<file path="config.mk">
export PLATFORM = sky130hd
export DESIGN_NAME = i2c_master_register_access_flat
export DESIGN_NICKNAME = d
export VERILOG_FILES = /design/src/rtl/i2cra_pkg.sv /design/src/rtl/i2cra_cmd_if.sv /design/src/rtl/i2cra_res_if.sv /design/src/rtl/i2c_master_register_access.sv /design/src/flat_wrapper.sv
export SDC_FILE = /design/constraint.sdc
export NUM_CORES = 1
export LEC_CHECK = 0
export BUFFER_PORTS_ARGS = -buffer_cell sky130_fd_sc_hd__buf_2
export CAP_MARGIN = 20
export CORE_MARGIN = 10
export CORE_UTILIZATION = 59
export DETAILED_ROUTE_END_ITERATION = 10
export PLACE_DENSITY = 0.8
export SYNTH_ARGS = -nofsm -noshare
export SYNTH_HDL_FRONTEND = slang
export SYNTH_SLANG_ARGS = --single-unit
</file>
<file path="constraint.sdc">
create_clock -name clk_i -period 3.2 [get_ports clk_i]
set_clock_uncertainty 0.15 [all_clocks]
set_input_delay 0.16 -clock clk_i [delete_from_list [all_inputs] [get_ports clk_i]]
set_output_delay 0.16 -clock clk_i [all_outputs]
set_load 0.02 [all_outputs]
</file>
<file path="src/rtl/i2cra_pkg.sv">
// Package for the I2C single-register access master.
// Holds the command, error and sequence codes and the register reset value.
// Depends on nothing; the top level i2c_master_register_access uses it.
package i2cra_pkg;

  // Command codes carried by the operation field.
  typedef enum logic [1:0] {
    OP_TICK  = 2'd0,
    OP_WRITE = 2'd1,
    OP_READ  = 2'd2
  } op_e;

  // Error codes reported with each result word.
  typedef enum logic [1:0] {
    ERR_OK       = 2'd0,
    ERR_BUS_BUSY = 2'd1,
    ERR_NO_ACK   = 2'd2
  } err_e;

  // Steps of a transaction.
  typedef enum logic [4:0] {
    ST_IDLE      = 5'd0,
    ST_START     = 5'd1,
    ST_SEND_AW   = 5'd2,
    ST_ACK_AW    = 5'd3,
    ST_SEND_REG  = 5'd4,
    ST_ACK_REG   = 5'd5,
    ST_SEND_DATA = 5'd6,
    ST_ACK_DATA  = 5'd7,
    ST_RESTART   = 5'd8,
    ST_SEND_AR   = 5'd9,
    ST_ACK_AR    = 5'd10,
    ST_READ      = 5'd11,
    ST_NACK      = 5'd12,
    ST_STOP      = 5'd13
  } step_e;

  // Acknowledge timeout after reset, in SDA samples.
  localparam logic [7:0] AckTimeoutReset = 8'd250;

  // Last bit index of a byte.
  localparam logic [2:0] LastBit = 3'd7;

endpackage

</file>
<file path="src/rtl/i2cra_cmd_if.sv">
// Command channel of the I2C single-register access master.
// Carries valid, ready and one command or tick word; uses no package.
interface i2cra_cmd_if;
  logic       valid;
  logic       ready;
  logic [1:0] operation;
  logic [6:0] device_address;
  logic [7:0] register_address;
  logic [7:0] write_data;
  logic       sda_in;

  modport source (
    output valid, operation, device_address, register_address, write_data, sda_in,
    input  ready
  );

  modport sink (
    input  valid, operation, device_address, register_address, write_data, sda_in,
    output ready
  );
endinterface

</file>
<file path="src/rtl/i2cra_res_if.sv">
// Result channel of the I2C single-register access master.
// Carries valid, ready and one result word; uses no package.
interface i2cra_res_if;
  logic       valid;
  logic       ready;
  logic       scl_out;
  logic       sda_out;
  logic       busy_res;
  logic       done_res;
  logic [1:0] error_code;
  logic [7:0] read_data;

  modport source (
    output valid, scl_out, sda_out, busy_res, done_res, error_code, read_data,
    input  ready
  );

  modport sink (
    input  valid, scl_out, sda_out, busy_res, done_res, error_code, read_data,
    output ready
  );
endinterface

</file>
<file path="src/rtl/i2c_master_register_access.sv">
// Top level of the I2C single-register access master.
// Depends on i2cra_pkg, i2cra_cmd_if and i2cra_res_if.
//
// Usage
// The command channel takes one word at a time: a register write or read
// command, or a quarter-bit tick that carries the sampled SDA level. Each
// accepted word gives exactly one result word on the result channel, with
// the SCL and SDA drive levels, busy, a done pulse, the latched error code
// and the byte of the last completed read.
// A command arriving while a transaction runs is ignored; a tick while idle
// leaves both lines released. The user must write the ack_timeout register
// via cfg_we_i and cfg_wdata_i only while idle; the block does not enforce it.
// The result of a word is on the result channel in the cycle after it is
// accepted, through the single result register stage. One word is accepted
// per cycle while the result register is empty or its word is being taken.
// When the receiver stalls, the result register holds its word and ready
// stays high only if that word is taken in the same cycle.
// Reset releases the sequencer's line levels, returns it to idle, clears its
// error code and read byte and loads an acknowledge timeout of 250 samples.
module i2c_master_register_access (
  input  logic               clk_i,
  input  logic               rst_ni,
  i2cra_cmd_if.sink          cmd_i,
  i2cra_res_if.source        res_o,
  input  logic               cfg_we_i,
  input  logic [7:0]         cfg_wdata_i
);

  // Sequencer state.
  i2cra_pkg::step_e step_q, step_d;
  logic [1:0] phase_q, phase_d;
  logic [2:0] bit_q, bit_d;
  logic [7:0] shift_q, shift_d;
  logic [7:0] wait_q, wait_d;
  logic [6:0] dev_q, dev_d;
  logic [7:0] reg_q, reg_d;
  logic [7:0] data_q, data_d;
  logic       read_q, read_d;
  logic [7:0] rx_q, rx_d;
  logic       scl_q, scl_d;
  logic       sda_q, sda_d;
  i2cra_pkg::err_e err_q, err_d;
  logic [7:0] timeout_q;
  logic       done;

  // Result register.
  logic       out_valid_q;
  logic       out_scl_q;
  logic       out_sda_q;
  logic       out_busy_q;
  logic       out_done_q;
  logic [1:0] out_err_q;
  logic [7:0] out_rx_q;

  logic accept;
  i2cra_pkg::op_e op;

  assign op          = i2cra_pkg::op_e'(cmd_i.operation);
  assign cmd_i.ready = !out_valid_q || res_o.ready;
  assign accept      = cmd_i.valid && cmd_i.ready;

  // Next state and result for one accepted word.
  always_comb begin
    step_d  = step_q;
    phase_d = phase_q;
    bit_d   = bit_q;
    shift_d = shift_q;
    wait_d  = wait_q;
    dev_d   = dev_q;
    reg_d   = reg_q;
    data_d  = data_q;
    read_d  = read_q;
    rx_d    = rx_q;
    scl_d   = scl_q;
    sda_d   = sda_q;
    err_d   = err_q;
    done    = 1'b0;

    if (step_q == i2cra_pkg::ST_IDLE) begin
      if (op == i2cra_pkg::OP_WRITE || op == i2cra_pkg::OP_READ) begin
        dev_d   = cmd_i.device_address;
        reg_d   = cmd_i.register_address;
        data_d  = cmd_i.write_data;
        read_d  = (op == i2cra_pkg::OP_READ);
        err_d   = i2cra_pkg::ERR_OK;
        step_d  = i2cra_pkg::ST_START;
        shift_d = 8'd0;
        bit_d   = 3'd0;
        wait_d  = 8'd0;
        phase_d = 2'd0;
      end else begin
        scl_d = 1'b1;
        sda_d = 1'b1;
      end
    end else if (op == i2cra_pkg::OP_TICK) begin
      // Phase advances by default; the early exits below override it.
      phase_d = phase_q + 2'd1;
      case (step_q)
        i2cra_pkg::ST_START: begin
          case (phase_q)
            2'd0: begin
              sda_d = 1'b1;
              scl_d = 1'b1;
            end
            2'd1: begin
              if (!cmd_i.sda_in) begin
                // Bus held low by another device: give up at once.
                err_d   = i2cra_pkg::ERR_BUS_BUSY;
                step_d  = i2cra_pkg::ST_IDLE;
                shift_d = 8'd0;
                bit_d   = 3'd0;
                wait_d  = 8'd0;
                phase_d = 2'd0;
                scl_d   = 1'b1;
                sda_d   = 1'b1;
                done    = 1'b1;
              end else begin
                sda_d = 1'b0;
              end
            end
            2'd2: scl_d = 1'b0;
            default: begin
              step_d  = i2cra_pkg::ST_SEND_AW;
              shift_d = {dev_q, 1'b0};
              bit_d   = 3'd0;
              wait_d  = 8'd0;
            end
          endcase
        end
        i2cra_pkg::ST_SEND_AW, i2cra_pkg::ST_SEND_REG,
        i2cra_pkg::ST_SEND_DATA, i2cra_pkg::ST_SEND_AR: begin
          case (phase_q)
            2'd0: sda_d = shift_q[7];
            2'd1: scl_d = 1'b1;
            2'd2: ;
            default: begin
              scl_d   = 1'b0;
              shift_d = {shift_q[6:0], 1'b0};
              if (bit_q == i2cra_pkg::LastBit) begin
                // Each send step is followed by its acknowledge step.
                case (step_q)
                  i2cra_pkg::ST_SEND_AW:   step_d = i2cra_pkg::ST_ACK_AW;
                  i2cra_pkg::ST_SEND_REG:  step_d = i2cra_pkg::ST_ACK_REG;
                  i2cra_pkg::ST_SEND_DATA: step_d = i2cra_pkg::ST_ACK_DATA;
                  default:                 step_d = i2cra_pkg::ST_ACK_AR;
                endcase
                shift_d = 8'd0;
                bit_d   = 3'd0;
                wait_d  = 8'd0;
              end else begin
                bit_d = bit_q + 3'd1;
              end
            end
          endcase
        end
        i2cra_pkg::ST_ACK_AW, i2cra_pkg::ST_ACK_REG,
        i2cra_pkg::ST_ACK_DATA, i2cra_pkg::ST_ACK_AR: begin
          case (phase_q)
            2'd0: begin
              sda_d  = 1'b1;
              wait_d = 8'd0;
            end
            2'd1: scl_d = 1'b1;
            2'd2: begin
              if (cmd_i.sda_in) begin
                if (wait_q >= timeout_q) begin
                  // No acknowledge in time: finish with a stop.
                  err_d   = i2cra_pkg::ERR_NO_ACK;
                  step_d  = i2cra_pkg::ST_STOP;
                  shift_d = 8'd0;
                  bit_d   = 3'd0;
                  wait_d  = 8'd0;
                  phase_d = 2'd0;
                end else begin
                  // Stay in this phase and sample again on the next tick.
                  wait_d  = wait_q + 8'd1;
                  phase_d = phase_q;
                end
              end
            end
            default: begin
              scl_d  = 1'b0;
              bit_d  = 3'd0;
              wait_d = 8'd0;
              case (step_q)
                i2cra_pkg::ST_ACK_AW: begin
                  step_d  = i2cra_pkg::ST_SEND_REG;
                  shift_d = reg_q;
                end
                i2cra_pkg::ST_ACK_REG: begin
                  step_d  = read_q ? i2cra_pkg::ST_RESTART : i2cra_pkg::ST_SEND_DATA;
                  shift_d = read_q ? 8'd0 : data_q;
                end
                i2cra_pkg::ST_ACK_DATA: begin
                  step_d  = i2cra_pkg::ST_STOP;
                  shift_d = 8'd0;
                end
                default: begin
                  step_d  = i2cra_pkg::ST_READ;
                  shift_d = 8'd0;
                end
              endcase
            end
          endcase
        end
        i2cra_pkg::ST_RESTART: begin
          case (phase_q)
            2'd0: sda_d = 1'b1;
            2'd1: scl_d = 1'b1;
            2'd2: sda_d = 1'b0;
            default: begin
              scl_d   = 1'b0;
              step_d  = i2cra_pkg::ST_SEND_AR;
              shift_d = {dev_q, 1'b1};
              bit_d   = 3'd0;
              wait_d  = 8'd0;
            end
          endcase
        end
        i2cra_pkg::ST_READ: begin
          case (phase_q)
            2'd0: sda_d = 1'b1;
            2'd1: scl_d = 1'b1;
            2'd2: shift_d = {shift_q[6:0], cmd_i.sda_in};
            default: begin
              scl_d = 1'b0;
              if (bit_q == i2cra_pkg::LastBit) begin
                rx_d    = shift_q;
                step_d  = i2cra_pkg::ST_NACK;
                shift_d = 8'd0;
                bit_d   = 3'd0;
                wait_d  = 8'd0;
              end else begin
                bit_d = bit_q + 3'd1;
              end
            end
          endcase
        end
        i2cra_pkg::ST_NACK: begin
          case (phase_q)
            2'd0: sda_d = 1'b1;
            2'd1: scl_d = 1'b1;
            2'd2: ;
            default: begin
              scl_d   = 1'b0;
              step_d  = i2cra_pkg::ST_STOP;
              shift_d = 8'd0;
              bit_d   = 3'd0;
              wait_d  = 8'd0;
            end
          endcase
        end
        i2cra_pkg::ST_STOP: begin
          case (phase_q)
            2'd0: scl_d = 1'b0;
            2'd1: sda_d = 1'b0;
            2'd2: scl_d = 1'b1;
            default: begin
              step_d  = i2cra_pkg::ST_IDLE;
              shift_d = 8'd0;
              bit_d   = 3'd0;
              wait_d  = 8'd0;
              phase_d = 2'd0;
              scl_d   = 1'b1;
              sda_d   = 1'b1;
              done    = 1'b1;
            end
          endcase
        end
        default: begin
          // Codes outside the sequence fall back to idle.
          step_d  = i2cra_pkg::ST_IDLE;
          shift_d = 8'd0;
          bit_d   = 3'd0;
          wait_d  = 8'd0;
          phase_d = 2'd0;
          scl_d   = 1'b1;
          sda_d   = 1'b1;
        end
      endcase
    end
  end

  // Sequencer state registers, updated on each accepted word.
  always_ff @(posedge clk_i or negedge rst_ni) begin
    if (!rst_ni) begin
      step_q  <= i2cra_pkg::ST_IDLE;
      phase_q <= 2'd0;
      bit_q   <= 3'd0;
      shift_q <= 8'd0;
      wait_q  <= 8'd0;
      dev_q   <= 7'd0;
      reg_q   <= 8'd0;
      data_q  <= 8'd0;
      read_q  <= 1'b0;
      rx_q    <= 8'd0;
      scl_q   <= 1'b1;
      sda_q   <= 1'b1;
      err_q   <= i2cra_pkg::ERR_OK;
    end else if (accept) begin
      step_q  <= step_d;
      phase_q <= phase_d;
      bit_q   <= bit_d;
      shift_q <= shift_d;
      wait_q  <= wait_d;
      dev_q   <= dev_d;
      reg_q   <= reg_d;
      data_q  <= data_d;
      read_q  <= read_d;
      rx_q    <= rx_d;
      scl_q   <= scl_d;
      sda_q   <= sda_d;
      err_q   <= err_d;
    end
  end

  // Acknowledge timeout register.
  always_ff @(posedge clk_i or negedge rst_ni) begin
    if (!rst_ni) begin
      timeout_q <= i2cra_pkg::AckTimeoutReset;
    end else if (cfg_we_i) begin
      timeout_q <= cfg_wdata_i;
    end
  end

  // Result valid flag: set by an accepted word, cleared when taken.
  always_ff @(posedge clk_i or negedge rst_ni) begin
    if (!rst_ni) begin
      out_valid_q <= 1'b0;
    end else if (accept) begin
      out_valid_q <= 1'b1;
    end else if (res_o.ready) begin
      out_valid_q <= 1'b0;
    end
  end

  // Result word register.
  always_ff @(posedge clk_i) begin
    if (accept) begin
      out_scl_q  <= scl_d;
      out_sda_q  <= sda_d;
      out_busy_q <= (step_d != i2cra_pkg::ST_IDLE);
      out_done_q <= done;
      out_err_q  <= err_d;
      out_rx_q   <= rx_d;
    end
  end

  assign res_o.valid      = out_valid_q;
  assign res_o.scl_out    = out_scl_q;
  assign res_o.sda_out    = out_sda_q;
  assign res_o.busy_res   = out_busy_q;
  assign res_o.done_res   = out_done_q;
  assign res_o.error_code = out_err_q;
  assign res_o.read_data  = out_rx_q;

endmodule
</file>
<file path="src/flat_wrapper.sv">
// flat-port wrapper written by rule: the top's interface ports become plain ports
module i2c_master_register_access_flat 
  (clk_i, rst_ni, cfg_we_i, cfg_wdata_i, cmd_i_valid, cmd_i_operation, cmd_i_device_address, cmd_i_register_address, cmd_i_write_data, cmd_i_sda_in, cmd_i_ready, res_o_valid, res_o_scl_out, res_o_sda_out, res_o_busy_res, res_o_done_res, res_o_error_code, res_o_read_data, res_o_ready);
  i2cra_cmd_if cmd_i_i ();
  i2cra_res_if res_o_i ();
  input  logic clk_i;
  input  logic rst_ni;
  input  logic cfg_we_i;
  input  logic [7:0] cfg_wdata_i;
  input wire logic [$bits(cmd_i_i.valid)-1:0] cmd_i_valid;
  input wire logic [$bits(cmd_i_i.operation)-1:0] cmd_i_operation;
  input wire logic [$bits(cmd_i_i.device_address)-1:0] cmd_i_device_address;
  input wire logic [$bits(cmd_i_i.register_address)-1:0] cmd_i_register_address;
  input wire logic [$bits(cmd_i_i.write_data)-1:0] cmd_i_write_data;
  input wire logic [$bits(cmd_i_i.sda_in)-1:0] cmd_i_sda_in;
  output wire logic [$bits(cmd_i_i.ready)-1:0] cmd_i_ready;
  output wire logic [$bits(res_o_i.valid)-1:0] res_o_valid;
  output wire logic [$bits(res_o_i.scl_out)-1:0] res_o_scl_out;
  output wire logic [$bits(res_o_i.sda_out)-1:0] res_o_sda_out;
  output wire logic [$bits(res_o_i.busy_res)-1:0] res_o_busy_res;
  output wire logic [$bits(res_o_i.done_res)-1:0] res_o_done_res;
  output wire logic [$bits(res_o_i.error_code)-1:0] res_o_error_code;
  output wire logic [$bits(res_o_i.read_data)-1:0] res_o_read_data;
  input wire logic [$bits(res_o_i.ready)-1:0] res_o_ready;
  assign cmd_i_i.valid = cmd_i_valid;
  assign cmd_i_i.operation = cmd_i_operation;
  assign cmd_i_i.device_address = cmd_i_device_address;
  assign cmd_i_i.register_address = cmd_i_register_address;
  assign cmd_i_i.write_data = cmd_i_write_data;
  assign cmd_i_i.sda_in = cmd_i_sda_in;
  assign cmd_i_ready = cmd_i_i.ready;
  assign res_o_valid = res_o_i.valid;
  assign res_o_scl_out = res_o_i.scl_out;
  assign res_o_sda_out = res_o_i.sda_out;
  assign res_o_busy_res = res_o_i.busy_res;
  assign res_o_done_res = res_o_i.done_res;
  assign res_o_error_code = res_o_i.error_code;
  assign res_o_read_data = res_o_i.read_data;
  assign res_o_i.ready = res_o_ready;
  i2c_master_register_access u_core (.clk_i(clk_i), .rst_ni(rst_ni), .cmd_i(cmd_i_i), .res_o(res_o_i), .cfg_we_i(cfg_we_i), .cfg_wdata_i(cfg_wdata_i));
endmodule
</file>
==> Word-level counts from Yosys, hierarchy flattened <==
Index checks and enable logic that the tools add are counted.
{ "totals": {"register_bits": 85, "in_bits": 39, "output_inout_bits": 16, "wordCells": 190} }
{ "classes": {"n_addsub": 3, "order_cmp": 1, "n_eq_ne": 34, "n_mux": 103, "bitwise_logic": 1, "n_reduce_logical": 27} }
{ "op_table": {"columns": ["operator", "count"], "rows": [
  ["$mux W8", 22],
  ["$pmux W8 S2", 6],
  ["$mux W5", 13],
  ["$pmux W8 S6", 1],
  ["$pmux W5 S7", 1],
  ["$mux W2", 17],
  ["$pmux W8 S4", 1],
  ["$eq A5 B4 Y1 const B", 6],
  ["$mux W3", 9],
  ["$ne A3 B2 Y1 const B", 9],
  ["$eq A5 B3 Y1 const B", 4],
  ["$pmux W5 S2", 2],
  ["$reduce_and A10 Y1", 2],
  ["$pmux W5 S3", 1],
  ["$mux W1", 14],
  ["$reduce_and A13 Y1", 1],
  ["$pmux W1 S2", 6],
  ["$pmux W3 S2", 2],
  ["$pmux W3 S4", 1],
  ["$pmux W4 S3", 1],
  ["$reduce_or A11 Y1", 1],
  ["$eq A5 B2 Y1 const B", 2],
  ["$add A8 B1 Y8 const B", 1],
  ["$ge A8 B8 Y1", 1],
  ["33 further kinds", 45]
]} }

==> Depth between registers and ports, before layout <==
Gate-level depths: netlist of run 1.
{ "logic_depth": {"ltp_word": 8, "depth_mapped": 10, "ltp_nobuf": 8} }

==> Worst setup path after synthesis of run 1 <==
No wires, ideal clock.
{ "synth_path": {"path_type": "register to register", "startpoint": "reg u_core.phase_q[0]", "endpoint": "reg u_core.out_busy_q (netlist: u_core.res_o.busy_res), data pin", "setup_time_ps": 263, "arrival_ps": 2288, "required_time_ps": 2787, "setup_slack_ps": 499, "stages_incl_launch_ff": 10, "n_path_buf": 1, "period_less_slack_ps": 2701, "path_cell_list": "dfrtp_1 inv_1 ha_1 clkbuf_1 or3_1 a21oi_1 a211oi_1 a311oi_1 o211ai_1 a2111o_1"} }
{ "synth_via": {"elab_chain_cells": 7, "elab_cells_between_ends": 17, "classes_between": "eq/ne (2); mux (10); reduce/logical (5)"} }
{ "synth_rtl": {"columns": ["element", "line_no", "rtl"], "rows": [
  ["start: declaration", "i2c_master_register_access.sv:31", "logic [1:0] phase_q, phase_d;"],
  ["start signal: assignment", "i2c_master_register_access.sv:302", "phase_q <= phase_d;"],
  ["$eq A2 B1 Y1 (tied with other cells)", null, null],
  ["$reduce_or A2 Y1 (no line) or $reduce_or A3 Y1 (tied branches)", null, null],
  ["$pmux W5 S2 (tied with other cells)", "i2c_master_register_access.sv:158", "case (phase_q)"],
  ["$pmux W5 S7 *", "i2c_master_register_access.sv:98", "case (step_q)"],
  ["$mux W5 *", "i2c_master_register_access.sv:95", "end else if (op == i2cra_pkg::OP_TICK) begin"],
  ["$mux W5 *", "i2c_master_register_access.sv:79", "if (step_q == i2cra_pkg::ST_IDLE) begin"],
  ["$reduce_bool A5 Y1 *", "i2c_master_register_access.sv:342", "out_busy_q <= (step_d != i2cra_pkg::ST_IDLE);"],
  ["end signal: assignment", "i2c_master_register_access.sv:342", null],
  ["end: declaration", "i2c_master_register_access.sv:50", "logic out_busy_q;"]
]} }
Mark *: on every way between the ends. The rest lies on a longest branch, timed or not.
A chain may end at the register's enable or synchronous reset.

==> Worst setup path in the final report of run 1 <==
{ "layout_path": {"startpoint": "reg u_core.phase_q[0]", "endpoint": "reg u_core.wait_q[4]"} }
{ "layout_via": {"elab_chain_cells": 6, "elab_cells_between_ends": 17, "classes_between": "eq/ne (8); mux (5); reduce/logical (4)"} }
{ "layout_rtl": {"columns": ["element", "line_no", "rtl"], "rows": [
  ["$eq A2 B2 Y1 or $logic_not A2 Y1 (tied branches)", null, null],
  ["$reduce_or A2 Y1 (no line)", null, null],
  ["$pmux W8 S2", "i2c_master_register_access.sv:100", "case (phase_q)"],
  ["$pmux W8 S4", "i2c_master_register_access.sv:98", null],
  ["$mux W8", "i2c_master_register_access.sv:95", null],
  ["$mux W8", "i2c_master_register_access.sv:79", null],
  ["end signal: assignment", "i2c_master_register_access.sv:305", "wait_q <= wait_d;"],
  ["end: declaration", "i2c_master_register_access.sv:34", "logic [7:0] wait_q, wait_d;"]
]} }
Parallel ways exist; a longest one is shown, timed or not. The select of a mux whose other input is x is not followed.

==> out/results.txt, run 1 <==
Run status: finished, final reports clean
Aggregate global-route resource usage: 0.2293
Core footprint: 8217 um^2
CTS tree: yes
Relative slew margins: 0.3276
Worst path arrival time: 3.11 ns
Clock latency on the worst-skew pair: 0.37 ns
Syn nets: 557
Initial antenna violation count: 2
Die Area: 12,540 um^2
Worst VDD drop: 0.3185 mV
R2R setup slack: 0.21 ns
Drt total wl: 14.70 mm
CTS buffer count: 9
Die H: 112.0 um
Final Hold Fails: 0
Int Power: 0.002256 W
Worst-Margin Slew: 1.009 ns
Worst Setup End Kind: register
Async S/R FF share, synth: 0.8353
Setup CP Type: register to register
Commonest non-fill, non-tap cells in the layout: 63 x dfrtp_1, 54 x buf_2, 50 x nand2_1
Synth warn: 0
GPL Wtd Cong: 0.9917
Cell Chain, Critical Path: inv_1 > ha_1 > a211o_1 > a32o_1 > a211oi_2 > o2111ai_2 > or3_1 > o21ai_0
Slowest cell on the critical path: dfrtp_1
Static leakage: 2.677 nW
Synthesized area: 4991 um^2
First-pass GRT wire length: 23.76 mm
Post-Syn Instances: 501
Synth unique cells: 69
Synth Flop Type: dfrtp_1
Top cell type's share of synthesized area: 0.3159
Ratio of final minimum period to clock period: 0.9338
Finish-stage setup viols: 0
Clock transition at the registers of the reported paths: 0.09 ns
Number of setup buffers added after CTS: 0
Hold WC Path Type: input pin to register
Post-synth top area cell: dfrtp_1
Nets: 659
H-tree levels: 3
Congestion Overflow GR: 0
CTS max path bufs: 2
WP data required: 3.33 ns
Final WS setup: 0.2117 ns
FF+latch count, synth: 85
P_sw: 0.001244 W
Sw frac: 0.3554
Comb power frac: 0.320
DRT antenna net count: 0
Pin count of the biggest net entering global routing: 45
Power per Cell Area: 572.7 nW/um^2
Final min period: 2.988 ns
Synth area leaders: dfrtp_1 32%, mux2_2 10%, edfxtp_1 8.4%, o21ai_0 4.8%, ha_1 4.3%
Worst hold start: cmd_i_operation[1]
Post-synthesis to final-layout area growth: 22.46%
Post-synth EDFFs: 14
Critical path startpoint category: register
DR WL/cell: 20.55 um
Starting Density: 0.6074
Total power: 0.003501 W
IO buf count: 54
Slew Viols, Final: 0
Residual DRC: 0
Crit-path max cell delay: 0.52 ns
Die Wd: 112.0 um
Final HPWL DP: 9.896 mm
Max-cap violations: 0
Fmax: 334.6 MHz
DRT iter0 DRCs: 443
Commonest non-fill, non-tap cell in the layout: dfrtp_1
Num Clock Sinks: 85
Pre-CTS WS: -0.009469 ns
Clock share of power: 0.234
Seq pwr share: 0.446
R2r endpoint: u_core.wait_q[4]
RSZ-0062 raised after global routing: false
Vias in the first global route: 4,497
Vias: 4,456
Critical-path maximum fanout: 10
Share of cells above drive strength 1: 0.2697
Io pins: 55
First drt pass iteration count: 5
Layout filler cell count: 586
Sequential share of the synthesized area: 0.4422
Post-Syn Area per Cell: 9.962 um^2
Hold Path End: u_core.read_q
Reg2reg start: u_core.phase_q[0]
Clock Root Buffer: clkbuf_8
Hold-critical path depth: 3
Worst R2R Path Depth: 8
Vias per inst: 6.232
Rows: 33
cell type report:
class / instances / area, um^2 / area share
antenna: 2 / 5.005 / 0.0008188
clock buffer: 9 / 123.9 / 0.02027
clock inverter: 7 / 81.33 / 0.01331
inverter: 19 / 71.32 / 0.01167
multi-input combinational: 363 / 2574 / 0.4211
sequential: 85 / 2207 / 0.3611
tap: 105 / 131.4 / 0.02149
timing repair buffer: 125 / 918.4 / 0.1503
Yosys cell counts, types with 3 or more instances:
| library cell | count |
|---|---|
| a211oi_1 | 3 |
| nand3_1 | 7 |
| ha_1 | 17 |
| a22o_1 | 8 |
| a21o_1 | 5 |
| nor2_1 | 21 |
| o21ai_0 | 48 |
| nand2b_1 | 14 |
| dfstp_2 | 8 |
| dfrtp_1 | 63 |
| o21a_1 | 6 |
| or2_2 | 5 |
| nor3_1 | 9 |
| a21oi_1 | 25 |
| a211o_1 | 3 |
| nand2_1 | 50 |
| o22ai_1 | 3 |
| edfxtp_1 | 14 |
| a222oi_1 | 7 |
| buf_1 | 3 |
| and3_1 | 9 |
| buf_2 | 8 |
| nor2b_1 | 9 |
| clkbuf_1 | 22 |
| mux2_2 | 46 |
| nand4bb_1 | 3 |
| and2_1 | 3 |
| o211ai_1 | 5 |
| nor3b_1 | 4 |
| inv_1 | 19 |
power groups by stage:
stage,logic [W],registers (W),clock network [W]
global route,0.00123,0.00159,0.000869
detailed placement,0.00104,0.00157,0
floorplan,0.000766,0.00150,0
global placement,0.00102,0.00155,0
finish,0.00112,0.00156,0.000818
CTS,0.00109,0.00155,0.000824
how the worst max path moves through the flow:
stage,startpoint,to
3_5_place_dp,u_core.wait_q[0],u_core.res_o.busy_res
2_1_floorplan,u_core.phase_q[0],u_core.res_o.busy_res
5_1_grt,u_core.wait_q[0],u_core.res_o.busy_res
6_report,u_core.phase_q[0],u_core.wait_q[4]
3_3_place_gp,u_core.wait_q[0],u_core.res_o.busy_res
4_1_cts,u_core.wait_q[0],u_core.res_o.busy_res
routing by layer:
metal | up-vias | wire (um) | part of all wire | global-route usage
li1 | 2051 | - | - | -
met4 | 0 | 354 | 0.024 | 0.08545
met3 | 39 | 1080 | 0.073 | 0.04402
met2 | 220 | 7246 | 0.49 | 0.3792
met5 | - | 0 | 0 | 0
met1 | 2146 | 6013 | 0.41 | 0.2908
flip-flops by register name, summed over array words and instances (netlist names), 2 cells and up:
signal,count
u_core.bit_q,3
u_core.data_q,8
u_core.dev_q,7
u_core.err_q,2
u_core.phase_q,2
u_core.reg_q,8
u_core.res_o.error_code,2
u_core.res_o.read_data,8
u_core.rx_q,8
u_core.shift_q,8
u_core.step_q,5
u_core.timeout_q,8
u_core.wait_q,8
cell families after synthesis:
logic type,share of synthesized area
buffers and inverters,0.04337
DFF,0.4422
adders and majority gates,0.04262
muxes,0.1078
xor gates and xnor gates,0.001755
AOI/OAI and AO/OA,0.2066
and+or+nand+nor,0.1557
worst max-delay path, delay by kind of cell, from the launching register on:
kind                     cells  cell delay (ns)
AO/OA/AOI/OAI                5             1.33
adder cells (fa/ha/maj)      1             0.30
buffers and inverters        1             0.11
flip-flops                   1             0.52
AND/OR/NAND/NOR              1             0.47
per-stage QoR:
stage / std cells / TNS (ns) / hold WS, ns / area, um^2 / util
after floorplan: 501 / 0 / -0.2856 / 4991 / -
after global placement: 651 / 0 / 0.2013 / 5435 / 0.6615
after detailed placement: 651 / -0.009469 / 0.2232 / 5435 / 0.6615
after CTS: 713 / 0 / 0.02096 / 6102 / 0.7427
after global routing: 715 / 0 / 0.06278 / 6112 / 0.7439
final: 715 / 0 / 0.04289 / 6112 / 0.7439
repair_timing:
action	CTS	global route
setup endpoints to repair	1	1
endpoints found under the hold margin	71	0
gates resized for setup	1	1
hold buffers	46	0
pin swaps	0	0
(Power assumes the default switching activity.)
==> inputs of run 2 (changes only) <==
--- a/config.mk
+++ b/config.mk
@@ -7,10 +7,10 @@
 export LEC_CHECK = 0
 export BUFFER_PORTS_ARGS = -buffer_cell sky130_fd_sc_hd__buf_2
 export CAP_MARGIN = 20
-export CORE_MARGIN = 10
 export CORE_UTILIZATION = 59
 export DETAILED_ROUTE_END_ITERATION = 10
 export PLACE_DENSITY = 0.8
+export RECOVER_POWER = 25
 export SYNTH_ARGS = -nofsm -noshare
 export SYNTH_HDL_FRONTEND = slang
 export SYNTH_SLANG_ARGS = --single-unit
==> out/results.txt, run 2 (same netlist as run 1, synthesis figures left out) <==
DRT iter0 DRCs: 555 (+25%)
Antenna fix cells: 0 (-2)
Worst VDD drop: 0.4001 mV (+26%)
Ratio of final minimum period to clock period: 0.9549 (+0.02103)
Sw frac: 0.3505 (-0.004920)
Finish-stage setup viols: 0 (unchanged)
Worst hold start: cmd_i_operation[1]
Slew Viols, Final: 0 (unchanged)
Hold WC Path Type: input pin to register
Drt total wl: 13.81 mm (-6.0%)
Core footprint: 8217 um^2 (unchanged)
Setup CP Type: register to register
Hold WS: 0.04721 ns (+0.004317 ns)
Critical path startpoint category: register
Share of cells above drive strength 1: 0.2660 (-0.003727)
Static leakage: 2.681 nW (+0.18%)
Worst Setup End Kind: register
Layout filler cell count: 566 (-3.4%)
Relative slew margins: 0.1188 (-0.2088)
Comb power frac: 0.317 (-0.003)
Post-synthesis to final-layout area growth: 22.76%
Vias in the first global route: 4,325 (-3.8%)
Worst-Margin Slew: 1.322 ns (+0.3132 ns)
DRT antenna net count: 0 (unchanged)
Aggregate global-route resource usage: 0.3333 (+0.1040)
H-tree levels: 3 (unchanged)
First-pass GRT wire length: 22.11 mm (-7.0%)
Run status: finished, final reports clean
DR WL/cell: 19.34 um (-5.9%)
GPL Wtd Cong: 1.003 (+1.1%)
Pin count of the biggest net entering global routing: 45 (unchanged)
Total negative setup slack: 0 ns (unchanged)
CTS buffer count: 9 (unchanged)
Final min period: 3.056 ns (+0.06729 ns)
IO buf count: 54 (unchanged)
Residual DRC: 0 (unchanged)
Clock Root Buffer: clkbuf_8
Commonest non-fill, non-tap cell in the layout: dfrtp_1
Vias: 4,556 (+2.2%)
Final HPWL DP: 9.118 mm (-7.9%)
Seq pwr share: 0.433 (-0.013)
Die H: 93.98 um (-16%)
Io pins: 55 (unchanged)
P_sw: 0.001256 W (+0.97%)
First drt pass iteration count: 10 (+5)
CTS tree: yes
Critical-path maximum fanout: 13 (+3)
Int Power: 0.002328 W (+3.2%)
Congestion Overflow GR: 0 (unchanged)
WP data required: 3.32 ns (about the same)
CTS max path bufs: 2 (unchanged)
Max-cap violations: 0 (unchanged)
Reg2reg start: u_core.phase_q[1]
Clock latency on the worst-skew pair: 0.38 ns (about the same)
Initial antenna violation count: 0 (-2)
Worst path arrival time: 3.18 ns (+0.07 ns)
Vias per inst: 6.381 (+2.4%)
Num Clock Sinks: 85 (unchanged)
Final Hold Fails: 0 (unchanged)
Clock share of power: 0.250 (+0.016)
Fmax: 327.3 MHz (-2.2%)
Hold Path End: u_core.read_q
Starting Density: 0.6074 (unchanged)
Rows: 33 (unchanged)
Worst R2R Path Depth: 8 (unchanged)
Power per Cell Area: 585.0 nW/um^2 (+2.1%)
R2r endpoint: u_core.wait_q[0]
Commonest non-fill, non-tap cells in the layout: 62 x dfrtp_1, 53 x buf_2, 50 x nand2_1
Die Area: 8831 um^2 (-30%)
Nets: 660 (+0.15%)
Clock transition at the registers of the reported paths: 0.09 ns (about the same)
RSZ-0062 raised after global routing: false
Die Wd: 93.98 um (-16%)
Number of setup buffers added after CTS: 0 (unchanged)
R2R setup slack: 0.14 ns (-0.07 ns)
Hold-critical path depth: 3 (unchanged)
## run 2: cell type report
cell class                      count  area [um^2]  area share
Clock buffer                        9        123.9     0.02022
Clock inverter                      7        102.6     0.01674
Inverter                           19        71.32     0.01164
Multi-Input combinational cell    363         2569      0.4192
Sequential cell                    85         2208      0.3604
Tap cell                          105        131.4     0.02144
Timing Repair Buffer              126        920.9      0.1503
## run 2: routing by layer
layer  global-route usage  share of wire  up-vias
li1                     -              -     2060
met1               0.4324           0.40     2166
met2               0.5481           0.49      270
met3              0.05016          0.071       60
met4               0.1551          0.038        0
met5                    0              0        -
## run 2: worst max path at each step
| stage | startpoint | endpoint | slack, ns | cells past startpoint |
|---|---|---|---|---|
| after detailed placement | u_core.wait_q[0] | u_core.res_o.busy_res | 0.10 | 8 |
| final | u_core.phase_q[1] | u_core.wait_q[0] | 0.14 | 8 |
| after CTS | u_core.wait_q[0] | u_core.res_o.busy_res | 0.09 | 8 |
| after floorplan | u_core.phase_q[0] | u_core.res_o.busy_res | 0.50 | 9 |
| after global routing | u_core.wait_q[0] | u_core.res_o.busy_res | 0.05 | 8 |
| after global placement | u_core.wait_q[0] | u_core.res_o.busy_res | 0.23 | 8 |
## run 2: critical path: stages, from the launching register on
cell and delay [ns]:
dfrtp_1 0.45, inv_1 0.11, ha_1 0.35, a211o_1 0.34, a32o_1 0.27, a211oi_2 0.34, o2111ai_2 0.20, or3_1 0.47
o21ai_0 0.26
## run 2: power by group through the flow
stage | combinational (W) | clock, W | sequential [W]
final | 0.00114 | 0.000895 | 0.00155
after global placement | 0.00101 | 0 | 0.00153
after floorplan | 0.000766 | 0 | 0.00150
after detailed placement | 0.00104 | 0 | 0.00155
after CTS | 0.00110 | 0.000893 | 0.00153
after global routing | 0.00124 | 0.000942 | 0.00158
## run 2: stage by stage
| stage | instances | power, W | worst slack [ns] | utilization | area, um^2 |
|---|---|---|---|---|---|
| 6_report | 714 | 0.003584 | 0.1444 | 0.7457 | 6127 |
| 5_1_grt | 714 | 0.003758 | 0.05483 | 0.7457 | 6127 |
| 4_1_cts | 714 | 0.003522 | 0.09490 | 0.7463 | 6132 |
| 3_5_place_dp | 651 | 0.002594 | 0.1049 | 0.6615 | 5435 |
| 3_3_place_gp | 651 | 0.002542 | 0.2315 | 0.6615 | 5435 |
| 2_1_floorplan | 501 | 0.002263 | 0.4987 | - | 4991 |
## run 2: repair_timing
action | 4_1_cts | 5_1_grt
endpoints found under the hold margin | 97 | 0
hold buffers | 47 | 0
gates resized for setup | 0 | 2
endpoints found under the setup margin | 0 | 1
==> inputs of run 3 (changes only) <==
--- a/config.mk
+++ b/config.mk
@@ -7,9 +7,9 @@
 export LEC_CHECK = 0
 export BUFFER_PORTS_ARGS = -buffer_cell sky130_fd_sc_hd__buf_2
 export CAP_MARGIN = 20
-export CORE_UTILIZATION = 59
+export CORE_UTILIZATION = 50
 export DETAILED_ROUTE_END_ITERATION = 10
-export PLACE_DENSITY = 0.8
+export PLACE_DENSITY = 0.7
 export RECOVER_POWER = 25
 export SYNTH_ARGS = -nofsm -noshare
 export SYNTH_HDL_FRONTEND = slang
==> out/results.txt, run 3 (same netlist as run 1, synthesis figures left out) <==
Commonest non-fill, non-tap cell in the layout: dfrtp_1
Top sig layer: met4
Commonest non-fill, non-tap cells in the layout: 63 x dfrtp_1, 53 x buf_2, 50 x nand2_1
Worst R2R Path Depth: 9 (+1)
Die Wd: 101.9 um (+8.4%)
Met1 WL: 5.836 mm (+5.6%)
Reg2reg start: u_core.wait_q[0]
DR WL/cell: 17.59 um (-9.0%)
Power per Cell Area: 565.3 nW/um^2 (-3.4%)
Met3 wire len: 623 um (-37%)
Total negative setup slack: 0 ns (unchanged)
Critical-path maximum fanout: 5 (-8)
Clock Root Buffer: clkbuf_8
Die H: 101.9 um (+8.4%)
GPL Wtd Cong: 0.9414 (-6.1%)
First-pass GRT wire length: 21.38 mm (-3.3%)
Hold WC Path Type: input pin to register
Final cell count without fillers: 744 (+4.2%)
Post-synthesis to final-layout area growth: 23.56%
Number of setup buffers added after CTS: 0 (unchanged)
R2r endpoint: u_core.res_o.busy_res
Comb power frac: 0.317 (about the same)
Max-cap violations: 0 (unchanged)
Int Power: 0.002281 W (-2.0%)
Relative slew margins: 0.1968 (+0.07798)
Vias in the first global route: 4,258 (-1.5%)
Vias: 4,320 (-5.2%)
Final core occ: 0.6339 (-0.1118)
Initial antenna violation count: 0 (unchanged)
Num Clock Sinks: 85 (unchanged)
First drt pass iteration count: 4 (-6)
Static leakage: 2.682 nW (about the same)
Clock share of power: 0.238 (-0.012)
Setup CP Type: register to register
IO buf count: 54 (unchanged)
Fmax: 340.9 MHz (+4.2%)
Slew Viols, Final: 0 (unchanged)
Congestion Overflow GR: 0 (unchanged)
Post-Layout Inst Area: 6167 um^2 (+0.65%)
Hold-critical path depth: 2 (-1)
Residual DRC: 0 (unchanged)
Clock transition at the registers of the reported paths: 0.09 ns (about the same)
RSZ-0062 raised after global routing: false
Dpl cells: 681 (+4.6%)
Die Area: 10,390 um^2 (+18%)
DRT antenna net count: 0 (unchanged)
Placed cell areas: 5485 um^2 (+0.92%)
Sw frac: 0.3456 (-0.004904)
CTS tree: yes
Antenna fix cells: 0 (unchanged)
Nets: 662 (+0.30%)
Vias per inst: 5.806 (-9.0%)
Io pins: 55 (unchanged)
Pin count of the biggest net entering global routing: 50 (+11%)
Finish-stage setup viols: 0 (unchanged)
Worst Setup End Kind: register
Worst hold start: cfg_we_i
DRT iter0 DRCs: 355 (-36%)
CTS buffer count: 9 (unchanged)
Hold Path End: u_core.timeout_q[2]
Met2 Routed Length: 6.216 mm (-8.1%)
Clock latency on the worst-skew pair: 0.36 ns (-0.02 ns)
Critical path startpoint category: register
Final Hold Fails: 0 (unchanged)
Starting Density: 0.5130 (-0.09444)
P_sw: 0.001205 W (-4.1%)
Core footprint: 9729 um^2 (+18%)
Share of cells above drive strength 1: 0.2651 (-0.0008707)
Worst path arrival time: 2.90 ns (-0.28 ns)
Worst VDD drop: 0.3131 mV (-22%)
CTS max path bufs: 2 (unchanged)
Worst-Margin Slew: 1.205 ns (-0.1170 ns)
Final HPWL DP: 8.883 mm (-2.6%)
Aggregate global-route resource usage: 0.2690 (-0.06426)
R2R setup slack: 0.27 ns (+0.12 ns)
Final min period: 2.934 ns (-0.1218 ns)
Run status: finished, final reports clean
Ratio of final minimum period to clock period: 0.9168 (-0.03808)
Drt total wl: 13.09 mm (-5.2%)
Rows: 36 (+9.1%)
H-tree levels: 3 (unchanged)
Seq pwr share: 0.445 (+0.012)
WP data required: 3.17 ns (-0.15 ns)
## run 3: cell count changes in the layout (fill, tap and decap cells not counted)
| cell | change |
|---|---|
| bufinv_16 | -1 |
| buf_4 | +2 |
| dfrtp_2 | -1 |
| a2111oi_0 | +1 |
| inv_6 | -1 |
| dfrtp_1 | +1 |
| clkbuf_16 | +1 |
| clkinv_2 | -1 |
| clkbuf_1 | +1 |
| a2111oi_1 | -1 |
| clkinvlp_4 | +1 |
## run 3: power groups by stage
stage / sequential [W] / clock (W) / combinational, W
2_1_floorplan: 0.00150 / 0 / 0.000766
3_3_place_gp: 0.00155 / 0 / 0.00101
3_5_place_dp: 0.00156 / 0 / 0.00103
4_1_cts: 0.00154 / 0.000849 / 0.00109
5_1_grt: 0.00158 / 0.000885 / 0.00121
6_report: 0.00155 / 0.000829 / 0.00111
## run 3: worst max-delay path by stage
stage / startpoint / to / slack [ns] / depth (start not counted)
floorplan: u_core.phase_q[0] / u_core.res_o.busy_res / 0.50 / 9
global placement: u_core.wait_q[0] / u_core.res_o.busy_res / 0.36 / 9
detailed placement: u_core.wait_q[0] / u_core.res_o.busy_res / 0.31 / 9
CTS: u_core.wait_q[0] / u_core.res_o.busy_res / 0.28 / 9
global route: u_core.wait_q[0] / u_core.res_o.busy_res / 0.07 / 9
finish: u_core.wait_q[0] / u_core.res_o.busy_res / 0.27 / 9
## run 3: timing repair
item                      CTS  global route
gates resized for setup     0             0
hold buffers               47             0
hold endpoints to repair  101             0
## run 3: critical path, cell delays in order (launching register included)
cell       delay, ns
dfrtp_1         0.41
inv_1           0.06
ha_1            0.26
nand2b_1        0.13
a2111oi_0       0.39
buf_4           0.18
o31ai_1         0.15
a311oi_1        0.38
o211ai_1        0.15
a2111o_1        0.42
## run 3: metal layers
layer / vias up / track usage
li1: 2057 / -
met1: 2070 / 0.3575
met2: 156 / 0.4413
met3: 37 / 0.03420
met5: - / 0
met4: 0 / 0.1220
## run 3: area by class of cell
| class | count | area, um^2 |
|---|---|---|
| tap | 133 | 166.4 |
| fill | 810 | 3562 |
| multi-input combinational | 363 | 2567 |
| sequential | 85 | 2207 |
| clock inverter | 5 | 66.31 |
| clock buffer | 11 | 152.6 |
| inverter | 19 | 71.32 |
| timing repair buffer | 128 | 935.9 |
## run 3: stage by stage
step	hold slack, ns	worst slack (ns)	power [W]
after floorplan	-0.2856	0.4987	0.002263
after global placement	0.03343	0.3633	0.002557
after detailed placement	0.04050	0.3075	0.002594
after CTS	0.001405	0.2826	0.003473
after global routing	0.07399	0.06600	0.003676
final	0.02320	0.2662	0.003486
